<file path="src/design/vct_pkg.sv">
// Shared types and constants for the view coordinate transform.
// Holds the sine polynomial coefficients, register indexes, the divider
// stage record and the trigonometry status record. No dependencies.
`timescale 1ns / 1ps
`default_nettype none

package vct_pkg;

    localparam logic [31:0] SC1 = 32'd1686629713;
    localparam logic [31:0] SC3 = 32'd693598668;
    localparam logic [31:0] SC5 = 32'd85569278;
    localparam logic [31:0] SC7 = 32'd5026991;
    localparam logic [31:0] SC9 = 32'd172272;

    localparam logic [30:0] ONE_Q30 = 31'h4000_0000;
    localparam logic signed [17:0] UNITY = 18'sd65536;
    localparam logic [15:0] ZOOM_MIN = 16'd26;

    localparam logic [2:0] REG_CAM_X       = 3'd0;
    localparam logic [2:0] REG_CAM_Y       = 3'd1;
    localparam logic [2:0] REG_ZOOM        = 3'd2;
    localparam logic [2:0] REG_ANGLE       = 3'd3;
    localparam logic [2:0] REG_VIEW_WIDTH  = 3'd4;
    localparam logic [2:0] REG_VIEW_HEIGHT = 3'd5;

    localparam logic [2:0] STEP_SQ   = 3'd0;
    localparam logic [2:0] STEP_C7   = 3'd1;
    localparam logic [2:0] STEP_C5   = 3'd2;
    localparam logic [2:0] STEP_C3   = 3'd3;
    localparam logic [2:0] STEP_C1   = 3'd4;
    localparam logic [2:0] STEP_LAST = 3'd5;

    localparam int DIV_BITS = 4;
    localparam int DST      = 11;
    localparam int DIVW     = DIV_BITS * DST;
    localparam int REMW     = 17;

    typedef enum logic {
        SC_IDLE,
        SC_RUN
    } sc_state_t;

    typedef struct packed {
        logic [DIVW-1:0] num;
        logic [REMW-1:0] rem;
    } divs_t;

    typedef struct packed {
        logic               busy;
        logic signed [17:0] sn;
        logic signed [17:0] cs;
    } trig_t;

    function automatic logic [31:0] coef(input logic [2:0] step);
        logic [31:0] c;
        case (step)
            STEP_C7: c = SC7;
            STEP_C5: c = SC5;
            STEP_C3: c = SC3;
            STEP_C1: c = SC1;
            default: c = SC1;
        endcase
        return c;
    endfunction

endpackage

`default_nettype wire

</file>
<file path="src/design/vct_sincos.sv">
// Sine and cosine of the rotation angle, recomputed after each angle write.
// One shared 32 by 32 multiplier steps through a ninth-order polynomial.
// Depends on vct_pkg.
`timescale 1ns / 1ps
`default_nettype none

module vct_sincos #(
    parameter int ANGLE_BITS = 16
) (
    input  wire logic                  clk,
    input  wire logic                  rst_n,
    input  wire logic                  start,
    input  wire logic [ANGLE_BITS-1:0] angle,
    output vct_pkg::trig_t             trig
);
    import vct_pkg::*;

    localparam int QB = ANGLE_BITS - 2;

    sc_state_t          state_reg, state_next;
    logic [2:0]         step_reg, step_next;
    logic               ph_reg, ph_next;
    logic [1:0]         quad_reg, quad_next;
    logic [30:0]        t_reg, t_next;
    logic [30:0]        t2_reg, t2_next;
    logic [31:0]        p_reg, p_next;
    logic [16:0]        s0_reg, s0_next;
    logic signed [17:0] sn_reg, sn_next;
    logic signed [17:0] cs_reg, cs_next;

    logic [31:0] opa, opb;
    logic [63:0] mul;
    logic [33:0] hi;
    logic [34:0] s_sum;
    logic [20:0] s_full;
    logic [16:0] s_cap;
    logic signed [17:0] s0_s, c_s;

    always_comb
    begin
        if (step_reg == STEP_SQ)
        begin
            opa = {1'b0, t_reg};
            opb = {1'b0, t_reg};
        end
        else if (step_reg == STEP_C7)
        begin
            opa = SC9;
            opb = {1'b0, t2_reg};
        end
        else if (step_reg == STEP_LAST)
        begin
            opa = p_reg;
            opb = {1'b0, t_reg};
        end
        else
        begin
            opa = p_reg;
            opb = {1'b0, t2_reg};
        end
        mul    = 64'(opa) * 64'(opb);
        hi     = mul[63:30];
        s_sum  = 35'(hi) + 35'(14'h2000);
        s_full = s_sum[34:14];
        s_cap  = (s_full > 21'd65536) ? 17'd65536 : s_full[16:0];
        s0_s   = $signed({1'b0, s0_reg});
        c_s    = $signed({1'b0, s_cap});
    end

    always_comb
    begin
        state_next = state_reg;
        step_next  = step_reg;
        ph_next    = ph_reg;
        quad_next  = quad_reg;
        t_next     = t_reg;
        t2_next    = t2_reg;
        p_next     = p_reg;
        s0_next    = s0_reg;
        sn_next    = sn_reg;
        cs_next    = cs_reg;
        if (start)
        begin
            if (angle == '0)
            begin
                state_next = SC_IDLE;
                sn_next    = '0;
                cs_next    = UNITY;
            end
            else
            begin
                state_next = SC_RUN;
                step_next  = STEP_SQ;
                ph_next    = 1'b0;
                quad_next  = angle[ANGLE_BITS-1 -: 2];
                t_next     = 31'(angle[QB-1:0]) << (30 - QB);
            end
        end
        else
        begin
            case (state_reg)
                SC_IDLE:
                begin
                    state_next = SC_IDLE;
                end
                SC_RUN:
                begin
                    if (step_reg == STEP_SQ)
                    begin
                        t2_next   = hi[30:0];
                        step_next = step_reg + 3'd1;
                    end
                    else if (step_reg != STEP_LAST)
                    begin
                        p_next    = coef(step_reg) - hi[31:0];
                        step_next = step_reg + 3'd1;
                    end
                    else if (!ph_reg)
                    begin
                        s0_next   = s_cap;
                        ph_next   = 1'b1;
                        t_next    = ONE_Q30 - t_reg;
                        step_next = STEP_SQ;
                    end
                    else
                    begin
                        state_next = SC_IDLE;
                        case (quad_reg)
                            2'd0:
                            begin
                                sn_next = s0_s;
                                cs_next = c_s;
                            end
                            2'd1:
                            begin
                                sn_next = c_s;
                                cs_next = -s0_s;
                            end
                            2'd2:
                            begin
                                sn_next = -s0_s;
                                cs_next = -c_s;
                            end
                            default:
                            begin
                                sn_next = -c_s;
                                cs_next = s0_s;
                            end
                        endcase
                    end
                end
                default:
                begin
                    state_next = SC_IDLE;
                end
            endcase
        end
    end

    always_ff @(posedge clk or negedge rst_n)
    begin
        if (!rst_n)
        begin
            state_reg <= SC_IDLE;
            step_reg  <= STEP_SQ;
            ph_reg    <= 1'b0;
            sn_reg    <= '0;
            cs_reg    <= UNITY;
        end
        else
        begin
            state_reg <= state_next;
            step_reg  <= step_next;
            ph_reg    <= ph_next;
            sn_reg    <= sn_next;
            cs_reg    <= cs_next;
        end
    end

    always_ff @(posedge clk)
    begin
        quad_reg <= quad_next;
        t_reg    <= t_next;
        t2_reg   <= t2_next;
        p_reg    <= p_next;
        s0_reg   <= s0_next;
    end

    assign trig.busy = (state_reg == SC_RUN);
    assign trig.sn   = sn_reg;
    assign trig.cs   = cs_reg;

endmodule

`default_nettype wire

</file>
<file path="config.mk">
export PLATFORM = sky130hd
export DESIGN_NAME = vct_sincos
export DESIGN_NICKNAME = d
export VERILOG_FILES = /design/src/design/vct_pkg.sv /design/src/design/vct_sincos.sv
export SDC_FILE = /design/constraint.sdc
export NUM_CORES = 2
export LEC_CHECK = 0
export BUFFER_PORTS_ARGS = -buffer_cell sky130_fd_sc_hd__buf_4
export CAP_MARGIN = 10
export CORE_MARGIN = 2
export CORE_UTILIZATION = 50
export DETAILED_ROUTE_END_ITERATION = 10
export GPL_TIMING_DRIVEN = 0
export HOLD_SLACK_MARGIN = 0.1
export PLACE_DENSITY = 0.7
export SLEW_MARGIN = 15
export SYNTH_ARGS = -nofsm -noshare
export SYNTH_HDL_FRONTEND = slang
export SYNTH_SLANG_ARGS = --single-unit
export TNS_END_PERCENT = 20
</file>
<file path="constraint.sdc">
create_clock -name clk -period 28.4 [get_ports clk]
set_clock_uncertainty 0.05 [all_clocks]
set_input_delay 8.52 -clock clk [delete_from_list [all_inputs] [get_ports clk]]
set_output_delay 8.52 -clock clk [all_outputs]
set_load 0.05 [all_outputs]
</file>
[After elaboration in Yosys (flattened, before gate mapping)]
Index checks and enable logic that the tools add are counted.
W data, S select, Z words.
Word-level totals
  memories: 0
  memory bits (writable): 0
  latch bits: 0
  output and inout port bits: 37
  ROM bits: 0
  word-level logic and storage cells: 98
  bits of input ports: 19
  register bits after elaboration: 154
Cells by class
  equal/unequal tests: 13
  order comparisons: 1
  add/subtract/negate cells: 6
  shift operators: 0
  reduce and logical (&&, ||, !) cells: 13
  multipliers: 1
  muxes and demuxes: 48
  bitwise operators: 6
  div/mod/pow operators: 0
Operators by type and width (number)
  $mux W31: 8
  $mux W32: 7
  $mux W18: 12
  $pmux W18 S3: 2
  $pmux W31 S3: 1
  $mul A32 B32 Y64: 1
  $neg A17 Y18: 2
  $add A34 B14 Y35 const B: 1
  $sub A32 B32 Y32: 1
  $sub A31 B31 Y31 const A: 1
  $gt A21 B17 Y1 const B: 1
  $mux W3: 6
  $mux W17: 1
  $logic_not A16 Y1: 1
  $reduce_and A5 Y1: 3
  $mux W1: 10
  $ne A2 B2 Y1 const B: 4
  $reduce_and A4 Y1: 2
  $eq A3 B2 Y1 const B: 2
  $not A1 Y1: 6
  $reduce_and A3 Y1: 2
  $ne A4 B2 Y1 const B: 1
  $reduce_bool A2 Y1: 2
  $add A3 B1 Y3 const B: 1
  10 further kinds: 10

[Logic depth before layout (Yosys ltp)]
  depth after elaboration: 15
  gate-level depth with buffers: 50
  depth with buffers taken out: 47

[Least setup slack after synthesis]
No wires, ideal clock.
  kind: register -> register
  start: register step_reg[0]
  end: register sn_reg[14]
  arrival time: 11.926 ns
  stages on the path, launching flop included: 43
  path slack: 16.304 ns
  library setup time: 0.121 ns
  path through: dfrtp_1 -> inv_1 -> ha_1 -> nor2b_2 -> buf_6 -> a21oi_1 -> clkbuf_1 -> buf_1 -> nor2_1 -> a21oi_1 -> clkbuf_1 -> nor2_1 -> fa_1 -> inv_1 -> fa_1 -> fa_1 -> fa_1 -> inv_1 -> [... 7 more ...] -> or4_1 -> a311oi_1 -> nor2_1 -> mux2_2 -> ha_1 -> or4_1 -> o41a_1 -> nor4_2 -> o211ai_1 -> nor4_2 -> nor2_2 -> or2_2 -> ha_1 -> and4_1 -> xor2_1 -> nand2_1 -> mux4_2 -> a22o_1
Between the ends
  cells in the longest elaborated chain, start to end: 15
  elaborated cells on any way between the ends: 23
  those cells by class: 2 x add/sub; 1 x mul; 1 x order compare; 5 x eq/ne; 12 x mux; 2 x reduce/logical
RTL lines
  start: declaration: line vct_sincos.sv:21  | logic [2:0] step_reg, step_next;
  start signal: assignment: line vct_sincos.sv:173  | step_reg <= step_next;
  $eq A3 B3 Y1: line vct_sincos.sv:51  | else if (step_reg == STEP_LAST)
  $mux W31: line vct_sincos.sv:51
  $mux W31: line vct_sincos.sv:46  | else if (step_reg == STEP_C7)
  $mux W32: line vct_sincos.sv:41  | if (step_reg == STEP_SQ)
  $mul A32 B32 Y64 *: line vct_sincos.sv:61  | mul = 64'(opa) * 64'(opb);
  named net mul[44]: line vct_sincos.sv:32  | logic [63:0] mul;
  $add A34 B14 Y35 *: line vct_sincos.sv:63  | s_sum = 35'(hi) + 35'(14'h2000);
  $gt A21 B17 Y1: line vct_sincos.sv:65  | s_cap = (s_full > 21'd65536) ? 17'd65536 : s_full[16:0];
  $mux W17 *: line vct_sincos.sv:65
  $neg A17 Y18: line vct_sincos.sv:146  | sn_next = -c_s;
  $pmux W18 S3 *: line vct_sincos.sv:128  | case (quad_reg)
  $mux W18 *: line vct_sincos.sv:118  | else if (!ph_reg)
  $mux W18 *: line vct_sincos.sv:113  | else if (step_reg != STEP_LAST)
  $mux W18 *: line vct_sincos.sv:108  | if (step_reg == STEP_SQ)
  $mux W18 *: line vct_sincos.sv:101  | case (state_reg)
  $mux W18 *: line vct_sincos.sv:82  | if (start)
  end signal: assignment: line vct_sincos.sv:175  | sn_reg <= sn_next;
  end: declaration: line vct_sincos.sv:28  | logic signed [17:0] sn_reg, sn_next;
Mark *: on every way through the listed nets, which the timed path passes. The rest lies on a longest branch. The select of a mux whose other input is x is not followed.
A chain may end at the register's enable or synchronous reset.

[Worst setup path after layout]
Same ends and word-level chain as after synthesis.

==> run summary <==
Placeable Area -> 83,300 sq um
Util after Layout -> 53.5%
Max Slew Vio Count -> 0
Initial Util -> 50.3%
placed cell count -> 5,889
WP data arrival -> 17.31 ns
CP Capture Type -> flop
placement row count -> 106
RR Endpoint -> sn_reg[14]$_DFFE_PN0P_
die height -> 293 microns
Critical Path Max Stage Delay -> 1.14 ns
clock latency at the later pin of the worst-skew pair -> 0.45 ns
via count -> 35,700
# clock sinks -> 152
Ys Warns -> 0
post-cts resize count -> 0
cell family with most CP delay -> adder cells
Post-synth EDFFs -> 111
Setup Crit Path Kind -> flop to flop
Worst path most repeated cell -> fa_1
Routed WL per cell -> 27.5 microns
H-tree depth -> 4
share of layout cells above drive strength 1 -> 4.73%
count of cell types in the netlist -> 94
cells after synthesis -> 4,736
TNS Setup -> 0 ns
Die ar. -> 86,100 sq um
Max Fclk -> 0.0587 GHz
Min-Delay Startpoint -> cs_reg[7]$_DFFE_PN0P_
number of remaining DRC errors -> 0
pin count of the biggest net entering global routing -> 42
most common cell after layout, fill and taps aside -> inv_1
final cell count without fillers -> 5,931
crit path buf inv count -> 12
crit path to -> sn_reg[14]$_DFFE_PN0P_
first-pass GRT wire length -> 238 mm
Final Hold Vio Count -> 0
Tightest Pin Transition -> 1.41 ns
most frequent cells in the layout -> inv_1, fa_1, nor2_1
area grow syn2layout -> 6.42%
CTS Hold Buffers Added -> 0
RSZ-0062 raised after global routing -> no
initial antenna violation count -> 5
gr ovfl total -> 0
top-area cell type share of the netlist area -> 41.4%
number of flip-flops in the largest register -> 32
Post-Place Cell Area -> 44,000 sq um
Critical Path Stages -> 47
top_reg_cell synth -> edfxtp_1
final worst path period share -> 59.9%
fillers -> 7,814
Seq cells post-synth -> 152
syn_area_per_cell -> 8.85 sq um
R2R depth -> 47
hpwl dp -> 134 mm
vias per inst -> 6.01
Post-Layout Inst Area -> 44,600 sq um
Max-Cap Viols -> 0
post-CTS setup buffer count -> 0
slew margin rel. -> 6.00%
Seq/Total Area, Yosys -> 10.4%
clock-pin slew on the worst setup and hold paths -> 0.07 ns
routability cong. -> 1.09
vias in the first global route -> 36,100
CTS Root Cell -> clkbuf_16
Async S/R FF share, synth -> 27.0%
CTS max path bufs -> 2
CP required -> 28.69 ns
Startpoint Class -> flop
CTS tree -> yes
Global Route Usage Sum -> 38.5%
Final nets -> 6,042
Port Buffers -> 55
Post-Syn Area -> 41,900 sq um
worst-path fanout max -> 10
antenna viol nets, final -> 0
DRT iter0 DRCs -> 3,982
Num CTS Buffers -> 17
status -> finished clean
Area contributors post-synth -> fa_1, ha_1, inv_1, edfxtp_1, nor2_1
die width -> 293 microns
Post-Synthesis Net Count -> 5,946
hold crit path type -> flop to flop
final setup fails -> 0
drt first pass iters -> 7
R2R Path Start -> step_reg[0]$_DFFE_PN0P_
final wirelength -> 163 mm
Worst Setup SP -> step_reg[0]$_DFFE_PN0P_
minimum clock period -> 17.02 ns
I/O pin cnt -> 56
dominant cell type by area after synthesis -> fa_1
slowest stage cell on the critical path -> mux2i_1
FF-to-FF setup slack -> 11.38 ns
-- worst reg2reg max path, delay by kind of cell (launching register included) --
kind            cells  cell delay (ns)
simple gates       13             3.88
fa+ha+maj          12             5.33
flops               1             0.37
mux                 2             1.68
buf+inv            12             3.27
compound gates      7             2.21
xor+xnor            1             0.13
-- cell families after synthesis --
kind of cell | after synthesis | share of synthesized area [%]
buf+inv | 1167 | 10.6
flops | 152 | 10.4
fa+ha+maj | 1191 | 51.1
compound gates | 490 | 7.91
xor+xnor | 117 | 2.49
mux | 69 | 1.93
simple gates | 1550 | 15.6
-- worst min-delay path by stage --
stage	to	slack, ns	cells after the start
3_5_place_dp	cs_reg[15]$_DFFE_PN0P_	0.43	2
6_report	cs_reg[7]$_DFFE_PN0P_	0.45	1
4_1_cts	cs_reg[7]$_DFFE_PN0P_	0.45	1
2_1_floorplan	ph_reg$_DFFE_PN0P_	0.44	2
5_1_grt	cs_reg[7]$_DFFE_PN0P_	0.46	1
3_3_place_gp	sn_reg[15]$_DFFE_PN0P_	0.43	2
-- cell usage after synthesis (all sizes together), types with 16 or more instances --
cell type / n
a22oi: 26
nand2: 535
nand3: 29
clkbuf: 210
nor4: 22
or2: 18
inv: 928
a31oi: 18
o21bai: 16
mux2i: 36
buf: 28
edfxtp: 111
mux2: 26
a21oi: 113
nor3: 48
nor2b: 19
and2: 26
nand4: 30
nor2: 737
xor2: 36
o21ai: 102
or3: 21
xnor2: 81
ha: 324
a21o: 32
a22o: 33
nand2b: 20
fa: 867
dfrtp: 40
and3: 17
-- routing by layer --
layer / track usage [%] / wire, microns
met3: 9.24 / 18300
met5: 0 / 17
met2: 58.1 / 69800
met1: 49.0 / 59900
met4: 26.8 / 14800
-- through the flow --
step / hold slack, ns / setup WS [ns]
2_1_floorplan: 0.440 / 16.30
3_3_place_gp: 0.432 / 12.01
3_5_place_dp: 0.435 / 11.90
4_1_cts: 0.452 / 11.87
5_1_grt: 0.455 / 11.06
6_report: 0.451 / 11.38
-- cell type report --
| cell class | instances | area [sq um] | share of cell area (%) |
|---|---|---|---|
| antenna | 6 | 15.0 | 0.0337 |
| buffer | 238 | 942 | 2.11 |
| clock buffer | 17 | 425 | 0.954 |
| clock inverter | 15 | 135 | 0.303 |
| inverter | 929 | 3490 | 7.82 |
| multi-input combinational | 3417 | 33200 | 74.5 |
| sequential | 152 | 4360 | 9.78 |
| tap | 1080 | 1350 | 3.03 |
| timing repair buffer | 77 | 663 | 1.49 |
Power is not shown: default switching activity piles up to over one toggle a cycle in this logic, so the estimate is an artifact.
